==> config.mk <==
export PLATFORM = sky130hd
export DESIGN_NAME = iir_filter_fourth_order
export DESIGN_NICKNAME = d
export VERILOG_FILES = /design/src/hw/rtl/iirf4_pkg.sv /design/src/hw/rtl/iirf4_ctrl.sv /design/src/hw/rtl/iirf4_datapath.sv /design/src/hw/rtl/iir_filter_fourth_order.sv
export SDC_FILE = /design/constraint.sdc
export NUM_CORES = 2
export LEC_CHECK = 0
export BUFFER_PORTS_ARGS = -buffer_cell sky130_fd_sc_hd__buf_2
export CAP_MARGIN = 20
export CORE_MARGIN = 2
export CORE_UTILIZATION = 50
export CTS_CLUSTER_SIZE = 16
export DETAILED_ROUTE_END_ITERATION = 12
export HOLD_SLACK_MARGIN = 0.02
export PLACE_DENSITY = 0.69
export REMOVE_ABC_BUFFERS = 1
export SYNTH_ARGS = -nofsm -noshare
export SYNTH_HDL_FRONTEND = slang
export SYNTH_SLANG_ARGS = --single-unit
==> constraint.sdc <==
create_clock -name aclk -period 12.55 [get_ports aclk]
set_input_delay 1.8825 -clock aclk [delete_from_list [all_inputs] [get_ports aclk]]
set_output_delay 1.8825 -clock aclk [all_outputs]
set_load 0.05 [all_outputs]
==> src/hw/rtl/iirf4_pkg.sv <==
package iirf4_pkg;

    // Fixed-point layout shared by coefficients and delay states
    localparam int FRAC_BITS = 20;
    // Initial-condition fields are 32-bit signed values
    localparam int INIT_W = 32;

    localparam int CFG_INDEX_W = 3;
    localparam int CFG_DATA_W  = 64;

    localparam int COEF_SEL_W = 4;
    localparam int Z_IDX_W    = 2;

    // Configuration register indexes
    typedef enum logic [CFG_INDEX_W-1:0] {
        REG_COEF_B0_B1 = 3'd0,
        REG_COEF_B2_B3 = 3'd1,
        REG_COEF_B4_A1 = 3'd2,
        REG_COEF_A2_A3 = 3'd3,
        REG_COEF_A4    = 3'd4,
        REG_INIT_Z0_Z1 = 3'd5,
        REG_INIT_Z2_Z3 = 3'd6
    } cfg_reg_t;

    // Coefficient picked for the shared multiplier
    typedef enum logic [COEF_SEL_W-1:0] {
        C_B0 = 4'd0,
        C_B1 = 4'd1,
        C_B2 = 4'd2,
        C_B3 = 4'd3,
        C_B4 = 4'd4,
        C_A1 = 4'd5,
        C_A2 = 4'd6,
        C_A3 = 4'd7,
        C_A4 = 4'd8
    } coef_sel_t;

    // Second multiplier operand: input sample, integer or fraction part of y
    typedef enum logic [1:0] {
        OPND_X  = 2'd0,
        OPND_HI = 2'd1,
        OPND_LO = 2'd2
    } opnd_sel_t;

    // Accumulator operations on the registered product
    typedef enum logic [2:0] {
        ACC_HOLD      = 3'd0,
        ACC_INIT_ADD  = 3'd1,
        ACC_INIT_RSUB = 3'd2,
        ACC_ADD       = 3'd3,
        ACC_SUB       = 3'd4
    } acc_op_t;

    // Phase within one feedback branch
    typedef enum logic [1:0] {
        PH_LO = 2'd0,
        PH_HI = 2'd1,
        PH_X  = 2'd2
    } phase_t;

    typedef enum logic [2:0] {
        ST_IDLE     = 3'd0,
        ST_Y_MUL    = 3'd1,
        ST_Y_ACC    = 3'd2,
        ST_Y_FIN    = 3'd3,
        ST_BRANCH   = 3'd4,
        ST_TAIL_ADD = 3'd5,
        ST_TAIL_WB  = 3'd6,
        ST_DONE     = 3'd7
    } state_t;

    localparam logic [Z_IDX_W-1:0] BR_LAST = 2'd3;

    typedef struct packed {
        coef_sel_t            mul_coef;
        opnd_sel_t            mul_opnd;
        acc_op_t              acc_op;
        logic [Z_IDX_W-1:0]   base_idx;
        logic                 base_zero;
        logic                 wb_en;
        logic [Z_IDX_W-1:0]   wb_idx;
        logic                 y_fin;
        logic                 load;
        logic                 out_load;
    } iirf4_cmd_t;

    typedef struct packed {
        logic out_free;
    } iirf4_sts_t;

endpackage

==> src/hw/rtl/iirf4_ctrl.sv <==
module iirf4_ctrl (
    input  logic                  aclk,
    input  logic                  aresetn,
    input  logic                  s_tvalid,
    output logic                  s_tready,
    input  iirf4_pkg::iirf4_sts_t sts,
    output iirf4_pkg::iirf4_cmd_t cmd
);
    import iirf4_pkg::*;

    state_t               state_reg, state_next;
    phase_t               phase_reg, phase_next;
    logic [Z_IDX_W-1:0]   br_reg, br_next;

    always_ff @(posedge aclk) begin
        if (!aresetn) begin
            state_reg <= ST_IDLE;
            phase_reg <= PH_LO;
            br_reg    <= '0;
        end else begin
            state_reg <= state_next;
            phase_reg <= phase_next;
            br_reg    <= br_next;
        end
    end

    // Next state and branch/phase counters
    always_comb begin
        state_next = state_reg;
        phase_next = phase_reg;
        br_next    = br_reg;
        case (state_reg)
            ST_IDLE: begin
                if (s_tvalid) begin
                    state_next = ST_Y_MUL;
                end
            end
            ST_Y_MUL: state_next = ST_Y_ACC;
            ST_Y_ACC: state_next = ST_Y_FIN;
            ST_Y_FIN: begin
                state_next = ST_BRANCH;
                phase_next = PH_LO;
                br_next    = '0;
            end
            ST_BRANCH: begin
                case (phase_reg)
                    PH_LO: phase_next = PH_HI;
                    PH_HI: phase_next = PH_X;
                    default: begin
                        phase_next = PH_LO;
                        if (br_reg == BR_LAST) begin
                            br_next    = '0;
                            state_next = ST_TAIL_ADD;
                        end else begin
                            br_next = br_reg + 1'b1;
                        end
                    end
                endcase
            end
            ST_TAIL_ADD: state_next = ST_TAIL_WB;
            ST_TAIL_WB:  state_next = ST_DONE;
            ST_DONE: begin
                if (sts.out_free) begin
                    state_next = s_tvalid ? ST_Y_MUL : ST_IDLE;
                end
            end
            default: state_next = ST_IDLE;
        endcase
    end

    // Command decode
    always_comb begin
        cmd          = '0;
        cmd.mul_coef = C_B0;
        cmd.mul_opnd = OPND_X;
        cmd.acc_op   = ACC_HOLD;
        s_tready     = 1'b0;
        case (state_reg)
            ST_IDLE: begin
                s_tready = 1'b1;
                cmd.load = s_tvalid;
            end
            ST_Y_MUL: begin
                cmd.mul_coef = C_B0;
                cmd.mul_opnd = OPND_X;
            end
            ST_Y_ACC: begin
                cmd.acc_op   = ACC_INIT_ADD;
                cmd.base_idx = '0;
            end
            ST_Y_FIN: begin
                cmd.y_fin = 1'b1;
            end
            ST_BRANCH: begin
                case (phase_reg)
                    PH_LO: begin
                        cmd.mul_coef = coef_sel_t'(COEF_SEL_W'(C_A1) + COEF_SEL_W'(br_reg));
                        cmd.mul_opnd = OPND_LO;
                        // finish the previous branch sum
                        if (br_reg != '0) begin
                            cmd.acc_op = ACC_ADD;
                        end
                    end
                    PH_HI: begin
                        cmd.mul_coef  = coef_sel_t'(COEF_SEL_W'(C_A1) + COEF_SEL_W'(br_reg));
                        cmd.mul_opnd  = OPND_HI;
                        cmd.acc_op    = ACC_INIT_RSUB;
                        cmd.base_idx  = br_reg + 1'b1;
                        cmd.base_zero = (br_reg == BR_LAST);
                        cmd.wb_en     = (br_reg != '0);
                        cmd.wb_idx    = br_reg - 1'b1;
                    end
                    default: begin
                        cmd.mul_coef = coef_sel_t'(COEF_SEL_W'(C_B1) + COEF_SEL_W'(br_reg));
                        cmd.mul_opnd = OPND_X;
                        cmd.acc_op   = ACC_SUB;
                    end
                endcase
            end
            ST_TAIL_ADD: begin
                cmd.acc_op = ACC_ADD;
            end
            ST_TAIL_WB: begin
                cmd.wb_en  = 1'b1;
                cmd.wb_idx = BR_LAST;
            end
            ST_DONE: begin
                cmd.out_load = sts.out_free;
                s_tready     = sts.out_free;
                cmd.load     = sts.out_free && s_tvalid;
            end
            default: ;
        endcase
    end

`ifndef SYNTHESIS
    a_load_starts: assert property (@(posedge aclk) disable iff (!aresetn)
        cmd.load |=> state_reg == ST_Y_MUL)
        else $error("accepted sample did not start the multiply sequence");

    a_out_free: assert property (@(posedge aclk) disable iff (!aresetn)
        cmd.out_load |-> sts.out_free)
        else $error("result pushed into a full output register");

    a_last_branch: assert property (@(posedge aclk) disable iff (!aresetn)
        (state_reg == ST_BRANCH && phase_reg == PH_X && br_reg == BR_LAST)
        |=> state_reg == ST_TAIL_ADD)
        else $error("branch sequence did not end after the fourth branch");

    a_phase_idle: assert property (@(posedge aclk) disable iff (!aresetn)
        state_reg != ST_BRANCH |-> phase_reg == PH_LO)
        else $error("phase counter not cleared outside the branch loop");
`endif

endmodule

==> src/hw/rtl/iirf4_datapath.sv <==
module iirf4_datapath #(
    parameter int SAMPLE_WIDTH = 16,
    parameter int COEF_WIDTH   = 24,
    parameter int STATE_WIDTH  = 40
) (
    input  logic                                aclk,
    input  logic                                aresetn,
    input  logic                                cfg_valid,
    input  logic [iirf4_pkg::CFG_INDEX_W-1:0]   cfg_index,
    input  logic [iirf4_pkg::CFG_DATA_W-1:0]    cfg_data,
    input  logic [SAMPLE_WIDTH-1:0]             sample_in,
    input  logic                                restart,
    output logic                                m_tvalid,
    input  logic                                m_tready,
    output logic [SAMPLE_WIDTH-1:0]             sample_out,
    output logic                                overflow,
    input  iirf4_pkg::iirf4_cmd_t               cmd,
    output iirf4_pkg::iirf4_sts_t               sts
);
    import iirf4_pkg::*;

    localparam int HI_W   = STATE_WIDTH - FRAC_BITS;
    localparam int LO_W   = FRAC_BITS + 1;
    localparam int MB0_W  = (SAMPLE_WIDTH > HI_W) ? SAMPLE_WIDTH : HI_W;
    localparam int MB_W   = (MB0_W > LO_W) ? MB0_W : LO_W;
    localparam int PROD_W = COEF_WIDTH + MB_W;
    localparam int A0_W   = (PROD_W > STATE_WIDTH) ? PROD_W : STATE_WIDTH;
    localparam int A1_W   = (A0_W > SAMPLE_WIDTH + FRAC_BITS) ? A0_W
                                                              : SAMPLE_WIDTH + FRAC_BITS;
    localparam int ACC_W  = A1_W + 2;
    localparam int PRND_W = PROD_W + 1 - FRAC_BITS;
    localparam int RND_W  = ACC_W + 1 - FRAC_BITS;

    localparam logic signed [PROD_W:0] PROD_HALF =
        {{(PROD_W + 1 - FRAC_BITS){1'b0}}, 1'b1, {(FRAC_BITS - 1){1'b0}}};
    localparam logic signed [ACC_W:0] ACC_HALF =
        {{(ACC_W + 1 - FRAC_BITS){1'b0}}, 1'b1, {(FRAC_BITS - 1){1'b0}}};

    // Configuration registers
    logic [2*COEF_WIDTH-1:0] coef_b0_b1_reg, coef_b2_b3_reg, coef_b4_a1_reg, coef_a2_a3_reg;
    logic [COEF_WIDTH-1:0]   coef_a4_reg;
    logic [CFG_DATA_W-1:0]   init_z0_z1_reg, init_z2_z3_reg;

    always_ff @(posedge aclk) begin
        if (!aresetn) begin
            coef_b0_b1_reg <= '0;
            coef_b2_b3_reg <= '0;
            coef_b4_a1_reg <= '0;
            coef_a2_a3_reg <= '0;
            coef_a4_reg    <= '0;
            init_z0_z1_reg <= '0;
            init_z2_z3_reg <= '0;
        end else if (cfg_valid) begin
            case (cfg_reg_t'(cfg_index))
                REG_COEF_B0_B1: coef_b0_b1_reg <= cfg_data[2*COEF_WIDTH-1:0];
                REG_COEF_B2_B3: coef_b2_b3_reg <= cfg_data[2*COEF_WIDTH-1:0];
                REG_COEF_B4_A1: coef_b4_a1_reg <= cfg_data[2*COEF_WIDTH-1:0];
                REG_COEF_A2_A3: coef_a2_a3_reg <= cfg_data[2*COEF_WIDTH-1:0];
                REG_COEF_A4:    coef_a4_reg    <= cfg_data[COEF_WIDTH-1:0];
                REG_INIT_Z0_Z1: init_z0_z1_reg <= cfg_data;
                REG_INIT_Z2_Z3: init_z2_z3_reg <= cfg_data;
                default: ;
            endcase
        end
    end

    // Working registers
    logic signed [SAMPLE_WIDTH-1:0] x_reg;
    logic signed [STATE_WIDTH-1:0]  z_reg [4];
    logic signed [STATE_WIDTH-1:0]  yfb_reg;
    logic        [SAMPLE_WIDTH-1:0] yout_reg;
    logic                           ovf_reg;
    logic signed [PROD_W-1:0]       prod_reg;
    logic signed [ACC_W-1:0]        acc_reg, acc_next;

    // Multiplier operands
    logic signed [COEF_WIDTH-1:0] coef_sel;
    logic signed [MB_W-1:0]       opnd;
    logic signed [HI_W-1:0]       y_hi;
    logic signed [LO_W-1:0]       y_lo;

    assign y_hi = yfb_reg[STATE_WIDTH-1:FRAC_BITS];
    assign y_lo = {1'b0, yfb_reg[FRAC_BITS-1:0]};

    always_comb begin
        case (cmd.mul_coef)
            C_B0:    coef_sel = coef_b0_b1_reg[COEF_WIDTH-1:0];
            C_B1:    coef_sel = coef_b0_b1_reg[2*COEF_WIDTH-1:COEF_WIDTH];
            C_B2:    coef_sel = coef_b2_b3_reg[COEF_WIDTH-1:0];
            C_B3:    coef_sel = coef_b2_b3_reg[2*COEF_WIDTH-1:COEF_WIDTH];
            C_B4:    coef_sel = coef_b4_a1_reg[COEF_WIDTH-1:0];
            C_A1:    coef_sel = coef_b4_a1_reg[2*COEF_WIDTH-1:COEF_WIDTH];
            C_A2:    coef_sel = coef_a2_a3_reg[COEF_WIDTH-1:0];
            C_A3:    coef_sel = coef_a2_a3_reg[2*COEF_WIDTH-1:COEF_WIDTH];
            C_A4:    coef_sel = coef_a4_reg;
            default: coef_sel = '0;
        endcase
    end

    always_comb begin
        case (cmd.mul_opnd)
            OPND_X:  opnd = MB_W'(x_reg);
            OPND_HI: opnd = MB_W'(y_hi);
            OPND_LO: opnd = MB_W'(y_lo);
            default: opnd = '0;
        endcase
    end

    always_ff @(posedge aclk) begin
        prod_reg <= coef_sel * opnd;
    end

    // Product rounded from 40 to 20 fraction bits, half up
    logic signed [PROD_W:0]       prod_half;
    logic signed [PRND_W-1:0]     prod_rnd;
    logic signed [ACC_W-1:0]      prod_ext, base;

    assign prod_half = {prod_reg[PROD_W-1], prod_reg} + PROD_HALF;
    assign prod_rnd  = prod_half[PROD_W:FRAC_BITS];
    assign prod_ext  = ACC_W'(prod_reg);
    assign base      = cmd.base_zero ? '0 : ACC_W'(z_reg[cmd.base_idx]);

    always_comb begin
        case (cmd.acc_op)
            ACC_INIT_ADD:  acc_next = base + prod_ext;
            ACC_INIT_RSUB: acc_next = base - ACC_W'(prod_rnd);
            ACC_ADD:       acc_next = acc_reg + prod_ext;
            ACC_SUB:       acc_next = acc_reg - prod_ext;
            default:       acc_next = acc_reg;
        endcase
    end

    always_ff @(posedge aclk) begin
        acc_reg <= acc_next;
    end

    // Saturate accumulator to state width
    logic                          st_pos, st_neg;
    logic signed [STATE_WIDTH-1:0] acc_sat;

    assign st_pos  = !acc_reg[ACC_W-1] && (|acc_reg[ACC_W-2:STATE_WIDTH-1]);
    assign st_neg  = acc_reg[ACC_W-1] && !(&acc_reg[ACC_W-2:STATE_WIDTH-1]);
    assign acc_sat = st_pos ? {1'b0, {(STATE_WIDTH-1){1'b1}}} :
                     st_neg ? {1'b1, {(STATE_WIDTH-1){1'b0}}} :
                              acc_reg[STATE_WIDTH-1:0];

    // Round y to an integer and saturate to sample width
    logic signed [ACC_W:0]       acc_half;
    logic        [RND_W-1:0]     y_rnd;
    logic                        y_pos, y_neg;
    logic        [SAMPLE_WIDTH-1:0] y_sat;

    assign acc_half = {acc_reg[ACC_W-1], acc_reg} + ACC_HALF;
    assign y_rnd    = acc_half[ACC_W:FRAC_BITS];
    assign y_pos    = !y_rnd[RND_W-1] && (|y_rnd[RND_W-2:SAMPLE_WIDTH-1]);
    assign y_neg    = y_rnd[RND_W-1] && !(&y_rnd[RND_W-2:SAMPLE_WIDTH-1]);
    assign y_sat    = y_pos ? {1'b0, {(SAMPLE_WIDTH-1){1'b1}}} :
                      y_neg ? {1'b1, {(SAMPLE_WIDTH-1){1'b0}}} :
                              y_rnd[SAMPLE_WIDTH-1:0];

    // Delay states, sample and flags
    always_ff @(posedge aclk) begin
        if (!aresetn) begin
            for (int k = 0; k < 4; k++) begin
                z_reg[k] <= '0;
            end
            ovf_reg <= 1'b0;
        end else begin
            if (cmd.load) begin
                ovf_reg <= 1'b0;
                if (restart) begin
                    z_reg[0] <= STATE_WIDTH'($signed(init_z0_z1_reg[INIT_W-1:0]));
                    z_reg[1] <= STATE_WIDTH'($signed(init_z0_z1_reg[2*INIT_W-1:INIT_W]));
                    z_reg[2] <= STATE_WIDTH'($signed(init_z2_z3_reg[INIT_W-1:0]));
                    z_reg[3] <= STATE_WIDTH'($signed(init_z2_z3_reg[2*INIT_W-1:INIT_W]));
                end
            end
            if (cmd.y_fin) begin
                ovf_reg <= ovf_reg | st_pos | st_neg | y_pos | y_neg;
            end
            if (cmd.wb_en) begin
                z_reg[cmd.wb_idx] <= acc_sat;
                ovf_reg           <= ovf_reg | st_pos | st_neg;
            end
        end
    end

    always_ff @(posedge aclk) begin
        if (cmd.load) begin
            x_reg <= sample_in;
        end
        if (cmd.y_fin) begin
            yfb_reg  <= acc_sat;
            yout_reg <= y_sat;
        end
    end

    // Output register
    logic                    m_tvalid_reg;
    logic [SAMPLE_WIDTH-1:0] out_sample_reg;
    logic                    out_ovf_reg;

    always_ff @(posedge aclk) begin
        if (!aresetn) begin
            m_tvalid_reg <= 1'b0;
        end else if (cmd.out_load) begin
            m_tvalid_reg <= 1'b1;
        end else if (m_tready) begin
            m_tvalid_reg <= 1'b0;
        end
    end

    always_ff @(posedge aclk) begin
        if (cmd.out_load) begin
            out_sample_reg <= yout_reg;
            out_ovf_reg    <= ovf_reg;
        end
    end

    assign m_tvalid     = m_tvalid_reg;
    assign sample_out   = out_sample_reg;
    assign overflow     = out_ovf_reg;
    assign sts.out_free = !m_tvalid_reg || m_tready;

`ifndef SYNTHESIS
    a_out_valid: assert property (@(posedge aclk) disable iff (!aresetn)
        cmd.out_load |=> m_tvalid_reg)
        else $error("output register not valid after a result was loaded");

    a_no_wb_on_load: assert property (@(posedge aclk) disable iff (!aresetn)
        cmd.load |-> !cmd.wb_en && !cmd.y_fin)
        else $error("state writeback collides with sample load");
`endif

endmodule

==> src/hw/rtl/iir_filter_fourth_order.sv <==
// Fourth-order IIR filter, transposed direct form II, a0 normalized to 1.
// Input channel (s_*): one signed sample per beat in s_tdata; s_tuser set
//   reloads the four delay states from the initial-condition registers
//   before that sample is filtered.
// Result channel (m_*): rounded, saturated output sample in m_tdata;
//   m_tuser flags that the output, the feedback value or a delay state
//   saturated while this sample was processed.
// Config channel (cfg_*): one register per beat, always ready; write only
//   while the filter is idle.
// Samples are processed one at a time: nine coefficients share one
//   multiplier over thirteen products (b0*x, then per branch a*y_lo, a*y_hi
//   and b*x), one product per cycle, plus accumulate and writeback steps.
// The next input beat is taken in the same cycle the result enters the
//   output register; a result waiting there does not stall the next sample.
// If the receiver stalls, the finished result holds in the output register;
//   the following sample runs to completion and then waits for room.
// Reset (synchronous, active low) clears FSM, config, delay states and flags.
module iir_filter_fourth_order #(
    parameter int SAMPLE_WIDTH = 16,
    parameter int COEF_WIDTH   = 24,
    parameter int STATE_WIDTH  = 40
) (
    input  logic                                   aclk,
    input  logic                                   aresetn,
    // Input beats
    input  logic                                   s_tvalid,
    output logic                                   s_tready,
    input  logic [((SAMPLE_WIDTH+7)/8)*8-1:0]      s_tdata,  // sample_in
    input  logic                                   s_tuser,  // restart
    // Result beats
    output logic                                   m_tvalid,
    input  logic                                   m_tready,
    output logic [((SAMPLE_WIDTH+7)/8)*8-1:0]      m_tdata,  // sample_out
    output logic                                   m_tuser,  // overflow
    // Register writes
    input  logic                                   cfg_valid,
    output logic                                   cfg_ready,
    input  logic [iirf4_pkg::CFG_INDEX_W-1:0]      cfg_index,
    input  logic [iirf4_pkg::CFG_DATA_W-1:0]       cfg_data
);
    import iirf4_pkg::*;

    localparam int TDATA_W = ((SAMPLE_WIDTH + 7) / 8) * 8;

    iirf4_cmd_t cmd;
    iirf4_sts_t sts;
    logic [SAMPLE_WIDTH-1:0] sample_out;

    // Registers are plain flops, so writes are always accepted
    assign cfg_ready = 1'b1;

    iirf4_ctrl u_ctrl (
        .aclk     (aclk),
        .aresetn  (aresetn),
        .s_tvalid (s_tvalid),
        .s_tready (s_tready),
        .sts      (sts),
        .cmd      (cmd)
    );

    iirf4_datapath #(
        .SAMPLE_WIDTH (SAMPLE_WIDTH),
        .COEF_WIDTH   (COEF_WIDTH),
        .STATE_WIDTH  (STATE_WIDTH)
    ) u_datapath (
        .aclk       (aclk),
        .aresetn    (aresetn),
        .cfg_valid  (cfg_valid),
        .cfg_index  (cfg_index),
        .cfg_data   (cfg_data),
        .sample_in  (s_tdata[SAMPLE_WIDTH-1:0]),
        .restart    (s_tuser),
        .m_tvalid   (m_tvalid),
        .m_tready   (m_tready),
        .sample_out (sample_out),
        .overflow   (m_tuser),
        .cmd        (cmd),
        .sts        (sts)
    );

    // Pad the sample with zeros up to a whole byte
    assign m_tdata = TDATA_W'(sample_out);

endmodule
==> impl.org <==
** Status
- Result of the run :: completed

** Placement
- Routability-driven placement finished with a final weighted congestion of 0.9554.
- In this run the cell area measured after placement is 56450 µm².
- In this run the tool buffered the top-level ports with 107 buffer cells.
- Detailed placer's ending HPWL :: 129.1 mm
- Worst slack at placement :: 2029 ps

** Cells and area
- The register with the most flip-flops in the layout has 160 of them.
- Multi-input combinational cell area :: 34000 µm²
- Number of nets in the layout :: 6988
- Ant diodes :: 0
- Area overhead of the layout relative to synthesis :: 7.675%
- Number of fillers in the final layout :: 10110
- Seq. cell area :: 16860 µm²
- Once layout is complete, the utilization of the core stands at 54.21%.
- Post-route design area :: 58930 µm²
- Of the cells placed in the final design, the portion with a size suffix greater than 1 is 6.203%.

** Drt
- In this run the top signal layer used is met4.
- The detail route stage leaves a number of antenna-violating nets equal to 0.
- Dividing the detail-routed wire length by the instance count gives 23.16 µm.
- Across all layers, the routed design uses 44860 vias.
- Using the TritonRoute via totals, the vias-per-cell ratio works out to 5.874.
- The pre-antenna-repair detailed-routing pass consisted of 9 iterations.
- M1 WL :: 70.69 mm
- In the detailed route, the total length drawn on met2 is 79.36 mm.
- Initial DRC Count :: 4064
- Amount of wire on met3 after detailed routing :: 16.48 mm
- Detailed-route wire length :: 176.9 mm
- In the routed design, unresolved DRC markers number 0.

** Yosys
- Dominant register cell in the synthesized netlist :: sky130_fd_sc_hd__dfxtp_1
- Warnings, synthesis :: 0
- Count of unique library cells instantiated by Yosys :: 79
- Flops & latches, synth :: 694
- Dividing the synthesized area by the synthesized cell count gives 8.745 µm².
- Post-synth top area cell :: sky130_fd_sc_hd__fa_1
- Fraction of synthesis flops using an asynchronous set or reset pin :: 0%
- Among all cell types in the netlist, the one instantiated most often is sky130_fd_sc_hd__nand2_1.
- The commonest cells after synthesis are sky130_fd_sc_hd__nand2_1 (1306), sky130_fd_sc_hd__inv_1 (714), sky130_fd_sc_hd__fa_1 (518), sky130_fd_sc_hd__dfxtp_1 (398), sky130_fd_sc_hd__o21ai_0 (377).
- Of the post-synthesis cell area, the dominant cell type holds 18.95%.
- Post-synth EDFFs :: 296
- Number of cells produced by synthesis :: 6258
- The mapped netlist covers 54730 µm².
- Leading post-synthesis cells by cell area :: sky130_fd_sc_hd__fa_1 (19%), sky130_fd_sc_hd__edfxtp_1 (16%), sky130_fd_sc_hd__dfxtp_1 (15%)
- Sequential fraction of the synthesis area :: 30.80%

** Pwr
- In this run the power density over the cells is 175.7 nW/µm².
- Summed over all cells, the static leakage comes to 24.32 nW.
- The worst-case IR drop observed on VDD is 128.2 µV.

** Critical path
- For the worst setup path, the data required time is 13110 ps.
- Maximum fanout count along the critical path :: 38
- Cell at the slowest stage of the critical path :: sky130_fd_sc_hd__nor3_2
- The worst setup path is launched from a flop.
- Worst path most repeated cell :: sky130_fd_sc_hd__fa_1
- The critical path is of the flop to flop type.
- Crit path DAT :: 11270 ps
- Critical path endpoint category :: flop
- In this design, the stage delay of the slowest critical-path cell is 910 ps.

** STA
- Setup slack closes at 1835 ps.
- Worst slew margin relative to its limit :: 18.79%
- Final setup skew :: 35.68 ps
- Setup violations remaining at the end of the flow were counted as 0.
- The number of pins exceeding their max-slew limit in the final report came to 0.
- Tmin final :: 10710 ps
- For the pin with the worst max-slew slack, the measured transition is 1218 ps.
- The worst path uses 85.38% of the clock period.
- Setup repair after global routing left no endpoint under its margin.
- The final hold violation count is 0.
- Static timing analysis puts the maximum clock frequency at 93.33 MHz.

** GRT
- Initial antenna violation count :: 3
- The total overflow left after global routing is 0.
- Total track usage :: 31.66%
- Number of global-route vias before repair :: 44290
- Entering global routing, the biggest net connects 122 pins.
- Wire length of the first global-routing pass :: 268.3 mm

** Floorplan
- Number of top-level design ports :: 109
- Num rows :: 121
- The initial utilization of the core area, before any placement, comes to 50.35%.
- Vertical die dimension :: 334.8 µm
- The floorplan step set the die width to 334.8 µm.
- After floorplanning, the core was sized to cover 108700 µm².
- The floorplan step defined a die boundary enclosing 112100 µm².

** Clock tree
- Maximum root-to-sink buffer count :: 3
- In this run, post-CTS hold repair placed 0 buffers.
- The number of gates resized after CTS was 0.
- TritonCTS created 78 clock buffers.
- Cell at the root of the clock tree :: sky130_fd_sc_hd__clkbuf_16
- For this design, the sink count on the clock tree is 694.
- Clock-pin slew was measured on the worst setup and hold paths at 60 ps.
- Post-CTS Setup Inserts :: 0
- TritonCTS clock tree :: yes
- Clock insertion delay at the later pin of the skew report :: 700 ps
- In this run the number of H-tree levels came out at 3.

** Hold path
- The min-delay analysis places its worst path in the category flop to flop.

** Flow run
- The tool flagged a number of max-cap violations equal to 0.
## critical path: cells and delay by family, from the launching register on
kind | cells | cell delay, ps
AO/OA/AOI/OAI | 7 | 2110
XOR/XNOR | 1 | 150
adder cells (fa/ha/maj) | 9 | 4360
buffers and inverters | 7 | 990
flip-flops | 1 | 570
AND/OR/NAND/NOR | 7 | 2370
## power by group
group          switching (W)  internal, W  total (W)  leakage (nW)
logic                0.00324      0.00185    0.00508          17.0
clock network       0.000994      0.00124    0.00224          1.21
registers           0.000313      0.00272    0.00303          6.16
## layout by cell type (no fill, tap or decap), types with 34 or more instances in the layout
| master | instances |
|---|---|
| sky130_fd_sc_hd__a211oi_1 | 93 |
| sky130_fd_sc_hd__a21boi_0 | 304 |
| sky130_fd_sc_hd__a21o_1 | 64 |
| sky130_fd_sc_hd__a21oi_1 | 274 |
| sky130_fd_sc_hd__a31oi_1 | 39 |
| sky130_fd_sc_hd__and2_1 | 49 |
| sky130_fd_sc_hd__buf_2 | 106 |
| sky130_fd_sc_hd__buf_4 | 80 |
| sky130_fd_sc_hd__clkbuf_16 | 81 |
| sky130_fd_sc_hd__dfxtp_1 | 397 |
| sky130_fd_sc_hd__edfxtp_1 | 296 |
| sky130_fd_sc_hd__fa_1 | 518 |
| sky130_fd_sc_hd__ha_1 | 219 |
| sky130_fd_sc_hd__inv_1 | 712 |
| sky130_fd_sc_hd__mux2i_1 | 107 |
| sky130_fd_sc_hd__nand2_1 | 1298 |
| sky130_fd_sc_hd__nand3_1 | 139 |
| sky130_fd_sc_hd__nand4_1 | 34 |
| sky130_fd_sc_hd__nor2_1 | 267 |
| sky130_fd_sc_hd__nor2b_1 | 59 |
| sky130_fd_sc_hd__nor3_1 | 37 |
| sky130_fd_sc_hd__o21ai_0 | 376 |
| sky130_fd_sc_hd__xnor2_1 | 149 |
| sky130_fd_sc_hd__xor2_1 | 103 |
## per-stage QoR
| step | hold WS, ps | setup TNS [ps] | power, W | std cells |
|---|---|---|---|---|
| finish | 415.2 | 0 | 0.01035 | 7637 |
| global route | 429.8 | 0 | 0.01097 | 7637 |
| CTS | 417.1 | 0 | 0.01027 | 7636 |
| detailed placement | 404.5 | 0 | 0.008026 | 7494 |
| global placement | 401.4 | 0 | 0.007968 | 7493 |
| floorplan | 400.3 | -15640 | 0.006404 | 5893 |
## final timing paths
check / depth (start not counted) / from / end / slack (ps)
setup / recovery: 31 / u_ctrl.br_reg[0]$_SDFFE_PN0P_ / u_datapath.prod_reg[31]$_DFF_P_ / 1840
hold / removal: 0 / u_datapath.yout_reg[9]$_SDFFCE_PP1P_ / u_datapath.sample_out[9]$_DFFE_PP_ / 420
setup reg to reg: 31 / u_ctrl.br_reg[0]$_SDFFE_PN0P_ / u_datapath.prod_reg[31]$_DFF_P_ / 1840
hold reg to reg: 0 / u_datapath.yout_reg[9]$_SDFFCE_PP1P_ / u_datapath.sample_out[9]$_DFFE_PP_ / 420
## per-layer routing
metal / up-vias / track usage [%]
li1: 20360 / -
met1: 22000 / 41.40
met2: 2034 / 49.61
met3: 459 / 6.852
met4: 0 / 16.04
met5: - / 0
## cell type report
type / count / area share [%]
clock buffers: 106 / 3.684
clock inverters: 36 / 0.4820
inverters: 714 / 4.548
multi-input cells: 4485 / 57.70
flip-flops and latches: 694 / 28.61
well taps: 1414 / 3.002
repair buffers: 188 / 1.973
## cell families after synthesis
kind of cell	after synthesis	share of synthesized area [%]
other	1	0.006852
muxes	121	2.451
DFF	694	30.80
buffers and inverters	1079	7.478
adders and majority gates	738	23.98
xor gates and xnor gates	252	4.033
AOI/OAI and AO/OA	1324	15.19
and+or+nand+nor	2049	16.06
Power figures use the tool's default switching activity.
